--- src/hdl/srms_pkg.sv ---
package srms_pkg;

    localparam int SAMPLE_BITS = 16;
    localparam int BLOCK_LEN   = 256;

    localparam int SHIFT_AMT = 34 - 2 * SAMPLE_BITS;
    localparam int SH_POS    = (SHIFT_AMT > 0) ? SHIFT_AMT : 0;
    localparam int SH_NEG    = (SHIFT_AMT < 0) ? -SHIFT_AMT : 0;

    localparam int CNT_W  = $clog2(BLOCK_LEN);
    localparam int SQ_W   = 2 * SAMPLE_BITS;
    localparam int LSUM_W = SQ_W + CNT_W;
    localparam int SUM_W  = LSUM_W + 1;
    localparam int MSH_W  = SUM_W + SH_POS;

    localparam int MEAN_DIVISOR = BLOCK_LEN << SH_NEG;

    localparam int Q_W    = 16;
    localparam int SM_W   = 24;
    localparam int MEAN_W = 34;
    localparam int RMS_W  = MEAN_W / 2 + 1;
    localparam int FS_W   = 17;
    localparam int PA_W   = SM_W + Q_W;
    localparam int PB_W   = RMS_W + FS_W;

    localparam int DIV_W  = SM_W + Q_W;
    localparam int DVS_W  = FS_W;
    localparam int DIV_CW = $clog2(DIV_W + 1);

    localparam int IN_W   = ((2 * SAMPLE_BITS + 7) / 8) * 8;
    localparam int OUT_W  = 96;

    localparam int CFG_IW = 8;
    localparam int CFG_DW = 17;

    localparam logic [CFG_IW-1:0] CFG_PLAY_ENABLE       = CFG_IW'(0);
    localparam logic [CFG_IW-1:0] CFG_SMOOTH_COEFF      = CFG_IW'(1);
    localparam logic [CFG_IW-1:0] CFG_RAW_FULL_SCALE    = CFG_IW'(2);
    localparam logic [CFG_IW-1:0] CFG_SMOOTH_FULL_SCALE = CFG_IW'(3);

    localparam logic [15:0]     SMOOTH_COEFF_RST      = 16'd60948;
    localparam logic [FS_W-1:0] RAW_FULL_SCALE_RST    = FS_W'(65536);
    localparam logic [FS_W-1:0] SMOOTH_FULL_SCALE_RST = FS_W'(19661);

    typedef struct packed {
        logic            play_enable;
        logic [15:0]     smooth_coeff;
        logic [FS_W-1:0] raw_full_scale;
        logic [FS_W-1:0] smooth_full_scale;
    } cfg_t;

    typedef struct packed {
        logic [15:0] smooth_meter;
        logic [15:0] raw_meter;
        logic [15:0] smooth_level;
        logic [15:0] raw_level;
    } levels_t;

    typedef struct packed {
        logic load;
        logic acc;
        logic clear;
    } lane_ctl_t;

    typedef enum logic [2:0] {
        ST_IDLE,
        ST_ACC,
        ST_MERGE,
        ST_LEVEL,
        ST_EMIT
    } top_state_t;

    typedef enum logic [2:0] {
        LV_IDLE,
        LV_MEAN,
        LV_SQRT,
        LV_MUL,
        LV_SUM,
        LV_RAWM,
        LV_RAWM_WAIT
    } level_state_t;

    function automatic logic [15:0] to_out16(input logic signed [SAMPLE_BITS-1:0] s);
        logic signed [SAMPLE_BITS+15:0] w;
        w = s;
        return w[15:0];
    endfunction

endpackage

--- src/hdl/srms_lane.sv ---
module srms_lane
    import srms_pkg::*;
(
    input  logic                          clk,
    input  logic                          rst_n,
    input  lane_ctl_t                     ctl,
    input  logic signed [SAMPLE_BITS-1:0] sample,
    output logic        [LSUM_W-1:0]      acc
);

    logic [SQ_W-1:0]   sq_reg;
    logic [SQ_W-1:0]   sq_next;
    logic [LSUM_W-1:0] acc_reg;
    logic [LSUM_W-1:0] acc_next;

    assign sq_next = SQ_W'(sample * sample);

    always_comb
    begin
        acc_next = acc_reg;
        if (ctl.clear)
        begin
            acc_next = '0;
        end
        else if (ctl.acc)
        begin
            acc_next = acc_reg + LSUM_W'(sq_reg);
        end
    end

    always_ff @(posedge clk)
    begin
        if (ctl.load)
        begin
            sq_reg <= sq_next;
        end
    end

    always_ff @(posedge clk or negedge rst_n)
    begin
        if (!rst_n)
        begin
            acc_reg <= '0;
        end
        else
        begin
            acc_reg <= acc_next;
        end
    end

    assign acc = acc_reg;

endmodule

--- src/hdl/srms_div.sv ---
module srms_div
    import srms_pkg::*;
(
    input  logic             clk,
    input  logic             rst_n,
    input  logic             start,
    input  logic [DIV_W-1:0] dividend,
    input  logic [DVS_W-1:0] divisor,
    output logic             busy,
    output logic             done,
    output logic [DIV_W-1:0] quotient
);

    logic [DIV_W-1:0]  q_reg;
    logic [DVS_W-1:0]  rem_reg;
    logic [DVS_W-1:0]  dvs_reg;
    logic [DIV_CW-1:0] cnt_reg;
    logic              busy_reg;
    logic              done_reg;

    logic [DVS_W:0]    rem_shift;
    logic [DVS_W:0]    diff;
    logic              ge;

    assign rem_shift = {rem_reg, q_reg[DIV_W-1]};
    assign ge        = rem_shift >= {1'b0, dvs_reg};
    assign diff      = rem_shift - {1'b0, dvs_reg};

    always_ff @(posedge clk)
    begin
        if (start)
        begin
            q_reg   <= dividend;
            rem_reg <= '0;
            dvs_reg <= divisor;
        end
        else if (busy_reg)
        begin
            q_reg   <= {q_reg[DIV_W-2:0], ge};
            rem_reg <= ge ? diff[DVS_W-1:0] : rem_shift[DVS_W-1:0];
        end
    end

    always_ff @(posedge clk or negedge rst_n)
    begin
        if (!rst_n)
        begin
            cnt_reg  <= '0;
            busy_reg <= 1'b0;
            done_reg <= 1'b0;
        end
        else
        begin
            done_reg <= 1'b0;
            if (start)
            begin
                cnt_reg  <= DIV_CW'(DIV_W);
                busy_reg <= 1'b1;
            end
            else if (busy_reg)
            begin
                cnt_reg <= cnt_reg - DIV_CW'(1);
                if (cnt_reg == DIV_CW'(1))
                begin
                    busy_reg <= 1'b0;
                    done_reg <= 1'b1;
                end
            end
        end
    end

    assign busy     = busy_reg;
    assign done     = done_reg;
    assign quotient = q_reg;

endmodule

--- src/hdl/srms_level.sv ---
module srms_level
    import srms_pkg::*;
(
    input  logic             clk,
    input  logic             rst_n,
    input  logic             start,
    input  logic [SUM_W-1:0] square_sum,
    input  cfg_t             cfg,
    output logic             done,
    output levels_t          levels
);

    level_state_t      state_reg;
    level_state_t      state_next;
    logic              smm_reg;
    logic              smm_next;

    logic [SUM_W-1:0]  sum_reg;
    logic [SUM_W-1:0]  sum_next;
    logic [MEAN_W-1:0] x_reg;
    logic [MEAN_W-1:0] x_next;
    logic [MEAN_W:0]   r_reg;
    logic [MEAN_W:0]   r_next;
    logic [MEAN_W-1:0] bit_reg;
    logic [MEAN_W-1:0] bit_next;
    logic [RMS_W-1:0]  rms_reg;
    logic [RMS_W-1:0]  rms_next;
    logic [PA_W-1:0]   pa_reg;
    logic [PA_W-1:0]   pa_next;
    logic [PB_W-1:0]   pb_reg;
    logic [PB_W-1:0]   pb_next;
    logic [SM_W-1:0]   smoothed_reg;
    logic [SM_W-1:0]   smoothed_next;
    logic [15:0]       raw_meter_reg;
    logic [15:0]       raw_meter_next;
    levels_t           levels_reg;
    levels_t           levels_next;

    logic              div_start;
    logic [DIV_W-1:0]  div_dividend;
    logic [DVS_W-1:0]  div_divisor;
    logic              div_busy;
    logic              div_done;
    logic [DIV_W-1:0]  div_quotient;

    logic [MSH_W-1:0]  mean_full;
    logic [MEAN_W:0]   trial;
    logic [FS_W-1:0]   coef_inv;
    logic [PA_W:0]     sm_total;

    function automatic logic [15:0] sat16(input logic [DIV_W-1:0] v);
        return (|v[DIV_W-1:16]) ? 16'hFFFF : v[15:0];
    endfunction

    srms_div u_div (
        .clk      (clk),
        .rst_n    (rst_n),
        .start    (div_start),
        .dividend (div_dividend),
        .divisor  (div_divisor),
        .busy     (div_busy),
        .done     (div_done),
        .quotient (div_quotient)
    );

    // block length is a power of two: the divide reduces to a shift
    assign mean_full = (MSH_W'(sum_reg) << SH_POS) / MSH_W'(MEAN_DIVISOR);
    assign trial     = r_reg + {1'b0, bit_reg};
    assign coef_inv  = FS_W'(65536) - FS_W'(cfg.smooth_coeff);
    assign sm_total  = (PA_W+1)'(pa_reg) + (PA_W+1)'(pb_reg) + (PA_W+1)'(32768);

    always_comb
    begin
        state_next     = state_reg;
        smm_next       = smm_reg;
        sum_next       = sum_reg;
        x_next         = x_reg;
        r_next         = r_reg;
        bit_next       = bit_reg;
        rms_next       = rms_reg;
        pa_next        = pa_reg;
        pb_next        = pb_reg;
        smoothed_next  = smoothed_reg;
        raw_meter_next = raw_meter_reg;
        levels_next    = levels_reg;
        div_start      = 1'b0;
        div_dividend   = '0;
        div_divisor    = DVS_W'(1);
        done           = 1'b0;

        unique case (state_reg)
            LV_IDLE:
            begin
                if (start)
                begin
                    sum_next   = square_sum;
                    state_next = LV_MEAN;
                end
            end
            LV_MEAN:
            begin
                x_next     = mean_full[MEAN_W-1:0];
                r_next     = '0;
                bit_next   = MEAN_W'(1) << (MEAN_W - 2);
                state_next = LV_SQRT;
            end
            LV_SQRT:
            begin
                if ({1'b0, x_reg} >= trial)
                begin
                    x_next = x_reg - trial[MEAN_W-1:0];
                    r_next = (r_reg >> 1) + {1'b0, bit_reg};
                end
                else
                begin
                    r_next = r_reg >> 1;
                end
                bit_next = bit_reg >> 2;
                if (bit_reg[0])
                begin
                    state_next = LV_MUL;
                end
            end
            LV_MUL:
            begin
                rms_next   = r_reg[RMS_W-1:0];
                pa_next    = PA_W'(smoothed_reg) * PA_W'(cfg.smooth_coeff);
                pb_next    = PB_W'(r_reg[RMS_W-1:0]) * PB_W'(coef_inv);
                state_next = LV_SUM;
            end
            LV_SUM:
            begin
                smoothed_next = sm_total[Q_W +: SM_W];
                smm_next      = 1'b0;
                state_next    = LV_RAWM;
            end
            LV_RAWM:
            begin
                div_start = 1'b1;
                if (smm_reg)
                begin
                    div_dividend = DIV_W'({smoothed_reg, 16'h0000});
                    div_divisor  = (cfg.smooth_full_scale != '0) ?
                                   DVS_W'(cfg.smooth_full_scale) : DVS_W'(1);
                end
                else
                begin
                    div_dividend = DIV_W'({rms_reg, 16'h0000});
                    div_divisor  = (cfg.raw_full_scale != '0) ?
                                   DVS_W'(cfg.raw_full_scale) : DVS_W'(1);
                end
                state_next = LV_RAWM_WAIT;
            end
            LV_RAWM_WAIT:
            begin
                if (div_done)
                begin
                    if (smm_reg)
                    begin
                        levels_next.raw_level    = sat16(DIV_W'(rms_reg));
                        levels_next.smooth_level = sat16(DIV_W'(smoothed_reg));
                        levels_next.raw_meter    = raw_meter_reg;
                        levels_next.smooth_meter = sat16(div_quotient);
                        done                     = 1'b1;
                        state_next               = LV_IDLE;
                    end
                    else
                    begin
                        raw_meter_next = sat16(div_quotient);
                        smm_next       = 1'b1;
                        state_next     = LV_RAWM;
                    end
                end
            end
            default:
            begin
                state_next = LV_IDLE;
            end
        endcase
    end

    always_ff @(posedge clk or negedge rst_n)
    begin
        if (!rst_n)
        begin
            state_reg    <= LV_IDLE;
            smm_reg      <= 1'b0;
            smoothed_reg <= '0;
            levels_reg   <= '0;
        end
        else
        begin
            state_reg    <= state_next;
            smm_reg      <= smm_next;
            smoothed_reg <= smoothed_next;
            levels_reg   <= levels_next;
        end
    end

    always_ff @(posedge clk)
    begin
        sum_reg       <= sum_next;
        x_reg         <= x_next;
        r_reg         <= r_next;
        bit_reg       <= bit_next;
        rms_reg       <= rms_next;
        pa_reg        <= pa_next;
        pb_reg        <= pb_next;
        raw_meter_reg <= raw_meter_next;
    end

    assign levels = levels_reg;

    a_done_pulse: assert property (@(posedge clk) disable iff (!rst_n)
        done |=> !done)
        else $error("level done held longer than one cycle");

    a_sqrt_bit: assert property (@(posedge clk) disable iff (!rst_n)
        (state_reg == LV_SQRT) |-> $onehot(bit_reg))
        else $error("root step bit not one-hot");

    a_div_idle: assert property (@(posedge clk) disable iff (!rst_n)
        div_start |-> !div_busy)
        else $error("divider restarted while busy");

endmodule

--- src/hdl/stereo_rms_level_meter.sv ---
// Channel   Signals                                       Direction
// s_axis    tvalid tready tdata[31:0]                     in   sample pairs
// m_axis    tvalid tready tdata[95:0] tuser               out  samples and levels
// cfg       cfg_valid cfg_ready cfg_index cfg_data        in   register writes
//
// A pair inside a block is accepted in ST_IDLE, then accumulated in ST_ACC, which loads the
// output register (ST_EMIT loads it instead while a result waits). The last pair of a block
// also runs the root loop and the shared one-bit-per-cycle divider (two meters).
// Reset clears configuration to defaults, the block sums, the pair count, the smoothed
// level and held levels.
// The output register lets the next pair in while a result waits on m_axis_tready.
module stereo_rms_level_meter
    import srms_pkg::*;
(
    input  logic              clk,
    input  logic              rst_n,

    input  logic              s_axis_tvalid,
    output logic              s_axis_tready,
    input  logic [IN_W-1:0]   s_axis_tdata,   // left_sample, right_sample

    output logic              m_axis_tvalid,
    input  logic              m_axis_tready,
    output logic [OUT_W-1:0]  m_axis_tdata,   // out_left, out_right, raw_level, smooth_level,
                                              // raw_meter, smooth_meter
    output logic              m_axis_tuser,   // level_valid

    input  logic              cfg_valid,
    output logic              cfg_ready,
    input  logic [CFG_IW-1:0] cfg_index,
    input  logic [CFG_DW-1:0] cfg_data
);

    top_state_t        state_reg;
    top_state_t        state_next;
    logic [CNT_W-1:0]  count_reg;
    logic [CNT_W-1:0]  count_next;
    logic              flag_reg;
    logic              flag_next;
    cfg_t              cfg_reg;

    logic [15:0]       out_l_reg;
    logic [15:0]       out_r_reg;
    logic              m_valid_reg;
    logic [OUT_W-1:0]  m_data_reg;
    logic              m_user_reg;

    lane_ctl_t         lane_ctl;
    logic              load_out;
    logic              out_free;
    logic              level_start;
    logic              level_done;
    levels_t           levels;

    logic signed [SAMPLE_BITS-1:0] left_sample;
    logic signed [SAMPLE_BITS-1:0] right_sample;
    logic [LSUM_W-1:0] acc_l;
    logic [LSUM_W-1:0] acc_r;
    logic [SUM_W-1:0]  merged_sum;

    assign left_sample  = s_axis_tdata[SAMPLE_BITS-1:0];
    assign right_sample = s_axis_tdata[2*SAMPLE_BITS-1:SAMPLE_BITS];
    assign cfg_ready    = 1'b1;
    assign out_free     = !m_valid_reg || m_axis_tready;
    assign merged_sum   = SUM_W'(acc_l) + SUM_W'(acc_r);

    srms_lane u_lane_l (
        .clk    (clk),
        .rst_n  (rst_n),
        .ctl    (lane_ctl),
        .sample (left_sample),
        .acc    (acc_l)
    );

    srms_lane u_lane_r (
        .clk    (clk),
        .rst_n  (rst_n),
        .ctl    (lane_ctl),
        .sample (right_sample),
        .acc    (acc_r)
    );

    srms_level u_level (
        .clk        (clk),
        .rst_n      (rst_n),
        .start      (level_start),
        .square_sum (merged_sum),
        .cfg        (cfg_reg),
        .done       (level_done),
        .levels     (levels)
    );

    always_comb
    begin
        state_next    = state_reg;
        count_next    = count_reg;
        flag_next     = flag_reg;
        lane_ctl      = '0;
        load_out      = 1'b0;
        level_start   = 1'b0;
        s_axis_tready = 1'b0;

        unique case (state_reg)
            ST_IDLE:
            begin
                s_axis_tready = 1'b1;
                if (s_axis_tvalid)
                begin
                    lane_ctl.load = 1'b1;
                    state_next    = ST_ACC;
                end
            end
            ST_ACC:
            begin
                lane_ctl.acc = 1'b1;
                if (count_reg == CNT_W'(BLOCK_LEN - 1))
                begin
                    count_next = '0;
                    flag_next  = 1'b1;
                    state_next = ST_MERGE;
                end
                else
                begin
                    count_next = count_reg + CNT_W'(1);
                    flag_next  = 1'b0;
                    if (out_free)
                    begin
                        load_out   = 1'b1;
                        state_next = ST_IDLE;
                    end
                    else
                    begin
                        state_next = ST_EMIT;
                    end
                end
            end
            ST_MERGE:
            begin
                lane_ctl.clear = 1'b1;
                level_start    = 1'b1;
                state_next     = ST_LEVEL;
            end
            ST_LEVEL:
            begin
                if (level_done)
                begin
                    state_next = ST_EMIT;
                end
            end
            ST_EMIT:
            begin
                if (out_free)
                begin
                    load_out   = 1'b1;
                    state_next = ST_IDLE;
                end
            end
            default:
            begin
                state_next = ST_IDLE;
            end
        endcase
    end

    always_ff @(posedge clk or negedge rst_n)
    begin
        if (!rst_n)
        begin
            state_reg   <= ST_IDLE;
            count_reg   <= '0;
            flag_reg    <= 1'b0;
            m_valid_reg <= 1'b0;
        end
        else
        begin
            state_reg <= state_next;
            count_reg <= count_next;
            flag_reg  <= flag_next;
            if (load_out)
            begin
                m_valid_reg <= 1'b1;
            end
            else if (m_axis_tready)
            begin
                m_valid_reg <= 1'b0;
            end
        end
    end

    always_ff @(posedge clk or negedge rst_n)
    begin
        if (!rst_n)
        begin
            cfg_reg.play_enable       <= 1'b1;
            cfg_reg.smooth_coeff      <= SMOOTH_COEFF_RST;
            cfg_reg.raw_full_scale    <= RAW_FULL_SCALE_RST;
            cfg_reg.smooth_full_scale <= SMOOTH_FULL_SCALE_RST;
        end
        else if (cfg_valid && cfg_ready)
        begin
            unique case (cfg_index)
                CFG_PLAY_ENABLE:       cfg_reg.play_enable       <= cfg_data[0];
                CFG_SMOOTH_COEFF:      cfg_reg.smooth_coeff      <= cfg_data[15:0];
                CFG_RAW_FULL_SCALE:    cfg_reg.raw_full_scale    <= cfg_data[FS_W-1:0];
                CFG_SMOOTH_FULL_SCALE: cfg_reg.smooth_full_scale <= cfg_data[FS_W-1:0];
                default:               ;
            endcase
        end
    end

    always_ff @(posedge clk)
    begin
        if (s_axis_tvalid && s_axis_tready)
        begin
            out_l_reg <= cfg_reg.play_enable ? to_out16(left_sample) : 16'h0000;
            out_r_reg <= cfg_reg.play_enable ? to_out16(right_sample) : 16'h0000;
        end
        if (load_out)
        begin
            m_data_reg <= {levels, out_r_reg, out_l_reg};
            m_user_reg <= flag_next;
        end
    end

    assign m_axis_tvalid = m_valid_reg;
    assign m_axis_tdata  = m_data_reg;
    assign m_axis_tuser  = m_user_reg;

    a_count_range: assert property (@(posedge clk) disable iff (!rst_n)
        count_reg <= CNT_W'(BLOCK_LEN - 1))
        else $error("pair count beyond block length");

    a_no_accept_busy: assert property (@(posedge clk) disable iff (!rst_n)
        (state_reg == ST_LEVEL) |-> !s_axis_tready)
        else $error("pair accepted during block level computation");

endmodule

--- config.mk ---
export PLATFORM = sky130hd
export DESIGN_NAME = stereo_rms_level_meter
export DESIGN_NICKNAME = d
export VERILOG_FILES = /design/src/hdl/srms_pkg.sv /design/src/hdl/srms_lane.sv /design/src/hdl/srms_div.sv /design/src/hdl/srms_level.sv /design/src/hdl/stereo_rms_level_meter.sv
export SDC_FILE = /design/constraint.sdc
export NUM_CORES = 2
export LEC_CHECK = 0
export BUFFER_PORTS_ARGS = -buffer_cell sky130_fd_sc_hd__buf_2
export CAP_MARGIN = 20
export CORE_ASPECT_RATIO = 0.9
export CORE_UTILIZATION = 50
export DETAILED_ROUTE_END_ITERATION = 10
export MAX_ROUTING_LAYER = met4
export PLACE_DENSITY_LB_ADDON = 0.2
export SYNTH_ARGS = -nofsm -noshare
export SYNTH_HDL_FRONTEND = slang
export SYNTH_HIERARCHICAL = 1
export SYNTH_SLANG_ARGS = --single-unit
--- constraint.sdc ---
create_clock -name clk -period 24.1 [get_ports clk]
set_clock_uncertainty 0.05 [all_clocks]
set_input_delay 1.205 -clock clk [delete_from_list [all_inputs] [get_ports clk]]
set_output_delay 1.205 -clock clk [all_outputs]
set_load 0.05 [all_outputs]
---- After elaboration in Yosys (flattened, before gate mapping) ----
Index checks and enable logic that the tools add are counted.
operators by class
  $add $sub $neg .......................... 12
  multipliers ............................. 4
  order comparisons ....................... 2
  equal/unequal tests ..................... 22
  mux-type cells .......................... 58
  bitwise operators ....................... 1
  reduce and logical (&&, ||, !) cells .... 27
operator list
  kind                                                              count
  40-bit 2-to-1 mux                                                 8
  34-bit case mux with 2 select lines                               2
  40-bit by 32-bit adder with 40-bit output                         2
  35-bit case mux with 2 select lines                               1
  17-bit 2-to-1 mux                                                 4
  16-bit by 16-bit multiplier with 32-bit output                    2
  16-bit 2-to-1 mux                                                 3
  40-bit by 16-bit adder with 40-bit output, second input constant  1
  40-bit by 35-bit adder with 40-bit output                         1
  40-bit adder                                                      1
  24-bit by 16-bit multiplier with 40-bit output                    1
  34-bit by 34-bit adder with 35-bit output                         1
  35-bit by 34-bit adder with 35-bit output                         1
  34-bit by 35-bit >= comparator with 1-bit output                  1
  18-bit by 17-bit multiplier with 35-bit output                    1
  35-bit 2-to-1 mux                                                 1
  34-bit 2-to-1 mux                                                 1
  17-bit nonzero test                                               2
  34-bit subtractor                                                 1
  3-bit 2-to-1 mux                                                  9
  24-bit OR reduction                                               1
  1-bit 2-to-1 mux                                                  22
  3-bit case mux with 7 select lines                                1
  18-bit by 17-bit >= comparator with 1-bit output                  1
  other kinds (28)                                                  57
storage, ports and cells
  bits in registers ....................... 763
  input bits .............................. 62
  logic and storage cells ................. 163

---- Longest topological paths before layout ----
  word-level depth ........................ 6
  depth in mapped cells ................... 31
  depth with buffers taken out ............ 29

---- Modules after synthesis ----
The synthesis kept the hierarchy.
by module, submodules not included
  module                  times used  cells each  area each (um^2)
  srms_level              1           4164        39639.3
  srms_lane at u_lane_l   1           1419        13206.4
  srms_lane at u_lane_r   1           1409        13200.2
  stereo_rms_level_meter  1           660         8877.3
  srms_div                1           366         4354.2

---- Least setup slack after synthesis ----
Ideal clock, no wire load.
  kind .................................... reg2reg
  from .................................... register cfg_reg[34] in the netlist's numbering
  to ...................................... register u_level.pb_reg[31] (data pin)
  arrival ................................. 7.371 ns
  data required time ...................... 23.792 ns
  path slack .............................. 16.421 ns
  stages on the path, launching flop included .. 30
  cell sequence ........................... dfrtp_1 clkbuf_1 clkbuf_1 inv_1 ha_1 inv_1 or3_1 xor2_1 clkbuf_1 nand2_1 fa_1 fa_1 fa_1 inv_1 fa_1 fa_1 inv_1 fa_1 inv_1 ha_1 a21o_1 a21o_1 a2111oi_0 o32ai_1 nor2_1 a31oi_1 a2111oi_0 o21ai_0 a21oi_1 xnor2_1
on the way
  cells in the longest elaborated chain, start to end .. 2
RTL lines
  item                                            RTL line                      text
  start, declared                                 stereo_rms_level_meter.sv:40  cfg_t cfg_reg;
  17-bit by 16-bit subtractor with 17-bit output  srms_level.sv:69              assign coef_inv = FS_W'(65536) - FS_W'(cfg.smooth_coeff);
  18-bit by 17-bit multiplier with 35-bit output  srms_level.sv:128             pb_next = PB_W'(r_reg[RMS_W-1:0]) * PB_W'(coef_inv);
  end signal, assigned                            srms_level.sv:208             pb_reg <= pb_next;
  end, declared                                   srms_level.sv:30              logic [PB_W-1:0] pb_reg;
Every way passes these cells.
A chain may end at the register's enable or synchronous reset.

---- Worst setup path in the final report ----
  from .................................... register cfg_reg[39] in the netlist's numbering
  to ...................................... register u_level.pb_reg[32] (data pin)
The elaborated chain is that of the path after synthesis.

==> metrics.md <==
| Metric | Value |
|---|---|
| Synthesized area per cell | 9.896 um2 |
| CTS Sinks | roughly 740 |
| Hold buffers post-CTS | 0 |
| TritonCTS Buffers | 87 |
| Largest net degree at the start of global routing | 83 |
| Iteration count of the initial detailed-routing pass | 6 |
| Layout cell share with drive strength beyond 1 | 7.846% |
| CTS max path bufs | 3 |
| Hold path cells | 0 |
| Worst-Skew Late Latency | 730 ps |
| Crit path top cell by count | fa_1 |
| Post-DP Area | ~0.08 mm2 |
| Final Max Slew Viols | 0 |
| Starting density of the core | 50.38% |
| Mapped Cells | 8000 |
| Die X | 421.4 um |
| Design area | approximately 0.085 mm2 |
| Layout fillers | 14.05k |
| P per Cell Area | about 110 mW/mm2 |
| Critical path type | reg2reg |
| Setup violations, final | 0 |
| Peak Freq | 120.3 MHz |
| Initial antenna violation count | 1 |
| Leakage | around 0.04 uW |
| GPL Wtd Cong | 0.9102 |
| CP max stage cell | dfrtp_1 |
| First-pass GRT wire length | 312000 um |
| Area of the multi-input gates | 0.05187 mm2 |
| TNS Setup | 0 ps |
| Synthesis-to-finish area growth | 7.585% |
| CTS clk-pin slew, worst paths | 60 ps |
| Total gr overflow | 0 |
| Site row count | about 140 |
| Worst r2r dst | u_level/pb_reg[32]$_DFFE_PN_ |
| DP HPWL | 145600 um |
| Max-Slew Margin vs Limit | 23.99% |
| Status | finished, final reports clean |
| I/O pins | between 150 and 200 |
| Initial drt markers | roughly 3.5k |
| Synthesis Warnings | 6 |
| Hold Vio Cnt, Final | 0 |
| CP Capture Type | flip-flop |
| Post-DRT Antenna Nets | 0 |
| Hold Path Sink | m_axis_tdata[3]$_DFFE_PP_ |
| CP required | 24480 ps |
| H-tree levels | 3 |
| Min cycle time layout | 8310 ps |
| PortBufs | between 150 and 200 |
| CTS tree | yes |
| Class of the worst hold path | reg2reg |
| Drt wl/cell | 18.71 um |
| Chip height | between 300 and 400 um |
| Element type at the critical path start | flip-flop |
| RSZ-0062 raised after global routing | false |
| Die area | 0.1599 mm2 |
| Routed WL | 191000 um |
| Peak VDD IR | 0.3516 mV |
| Reg2reg setup slack | 15790 ps |
| Reg-to-Reg Start | cfg_reg[39]$_DFFE_PN0P_ |
| Via Count | 55.60k |
| Mapped Area | 0.07916 mm2 |
| Slew @ Worst Pin | between 1000 and 1500 ps |
| R2R cell count | 25 |
| Worst-path fanout max | 27 |
| DR vias/cell | 5.447 |
| Vias in the first global route | a little under 60k |
| Max-cap viol count | 0 |
| Largest stage delay on the critical path | ~760 ps |
| Fin nets | around 9.8k |
| CTS Root Cell | clkbuf_16 |
| Critical path data arrival time | 8690 ps |
| Largest register FFs | 96 |
| Post-CTS Setup Bufs | 0 |
| DRC Markers | 0 |
| Sequential Area | between 0.02 and 0.025 mm2 |
| Final period util | 34.48% |
| Post_cts resized | 0 |
| Total track usage | 25.19% |
| Hold Crit Start | out_l_reg[3]$_SDFFCE_PN0P_ |
| Core footprint | 0.1571 mm2 |
## worst max-delay path by stage
stage	from	end	slack (ps)	depth (start not counted)
final	cfg_reg[39]$_DFFE_PN0P_	u_level/pb_reg[32]$_DFFE_PN_	15790	25
after global routing	cfg_reg[39]$_DFFE_PN0P_	u_level/pb_reg[31]$_DFFE_PN_	15120	26
after CTS	cfg_reg[39]$_DFFE_PN0P_	u_level/pb_reg[32]$_DFFE_PN_	15710	25
after detailed placement	cfg_reg[39]$_DFFE_PN0P_	u_level/pb_reg[32]$_DFFE_PN_	15770	25
after global placement	cfg_reg[39]$_DFFE_PN0P_	u_level/pb_reg[32]$_DFFE_PN_	15940	25
after floorplan	cfg_reg[34]$_DFFE_PN0P_	u_level/pb_reg[31]$_DFFE_PN_	16420	29
## per-layer routing
layer	vias to the layer above	global-route usage (%)	wire length, um
met5	-	-	0
met1	28120	31.75	81600
met3	310	2.582	7785
met4	0	8.659	6703
met2	1248	42.51	94950
li1	25920	-	-
## cell type report
class	instances	share of cell area [%]
multi-input combinational	5541	60.90
sequential	738	24.42
inverter	1427	6.291
tap	2100	3.085
clock buffer	107	2.788
timing repair buffer	236	1.622
clock inverter	57	0.8873
antenna	2	0.005876
## cell usage in the layout, fill, tap and decap left out, types with 40 or more instances in the layout
cell type and count:
a211oi_1 57, a21o_1 111, a21oi_1 315, a31oi_1 40, and2_1 404, and3_1 45, buf_2 159, buf_4 76
clkbuf_16 89, dfrtp_1 224, edfxtp_1 477, fa_1 1016, ha_1 662, inv_1 1424, mux2_2 125, mux2i_1 84
nand2_1 887, nand2b_1 51, nand3_1 71, nand4_1 45, nor2_1 382, nor2b_1 49, nor3_1 67, o21ai_0 218
o21bai_1 44, or3_1 43, xnor2_1 253, xor2_1 130
## stage by stage
stage	instances	hold slack [ps]	power, uW	util [%]	setup WS (ps)
2_1_floorplan	8015	350.3	6763	-	16420
3_3_place_gp	10040	350.3	7980	52.21	15940
3_5_place_dp	10040	354.5	8094	52.21	15770
4_1_cts	10210	335.4	9579	54.20	15710
5_1_grt	10210	351.2	10420	54.20	15120
6_report	10210	336.5	9487	54.20	15790
## critical path: cells and delay by family, from the launching register on
family / cells / cell delay [ps]
DFF: 1 / 760
xor gates and xnor gates: 2 / 450
AOI/OAI and AO/OA: 9 / 1890
buffers and inverters: 2 / 90
and+or+nand+nor: 5 / 1590
adders and majority gates: 7 / 3200
## power breakdown
part	switching, uW	leakage [uW]	internal (uW)	total, uW
combinational	3560	0.0303	2580	6140
sequential	133	0.00779	1790	1920
clock	588	0.00151	842	1430
(Power assumes the default switching activity.)
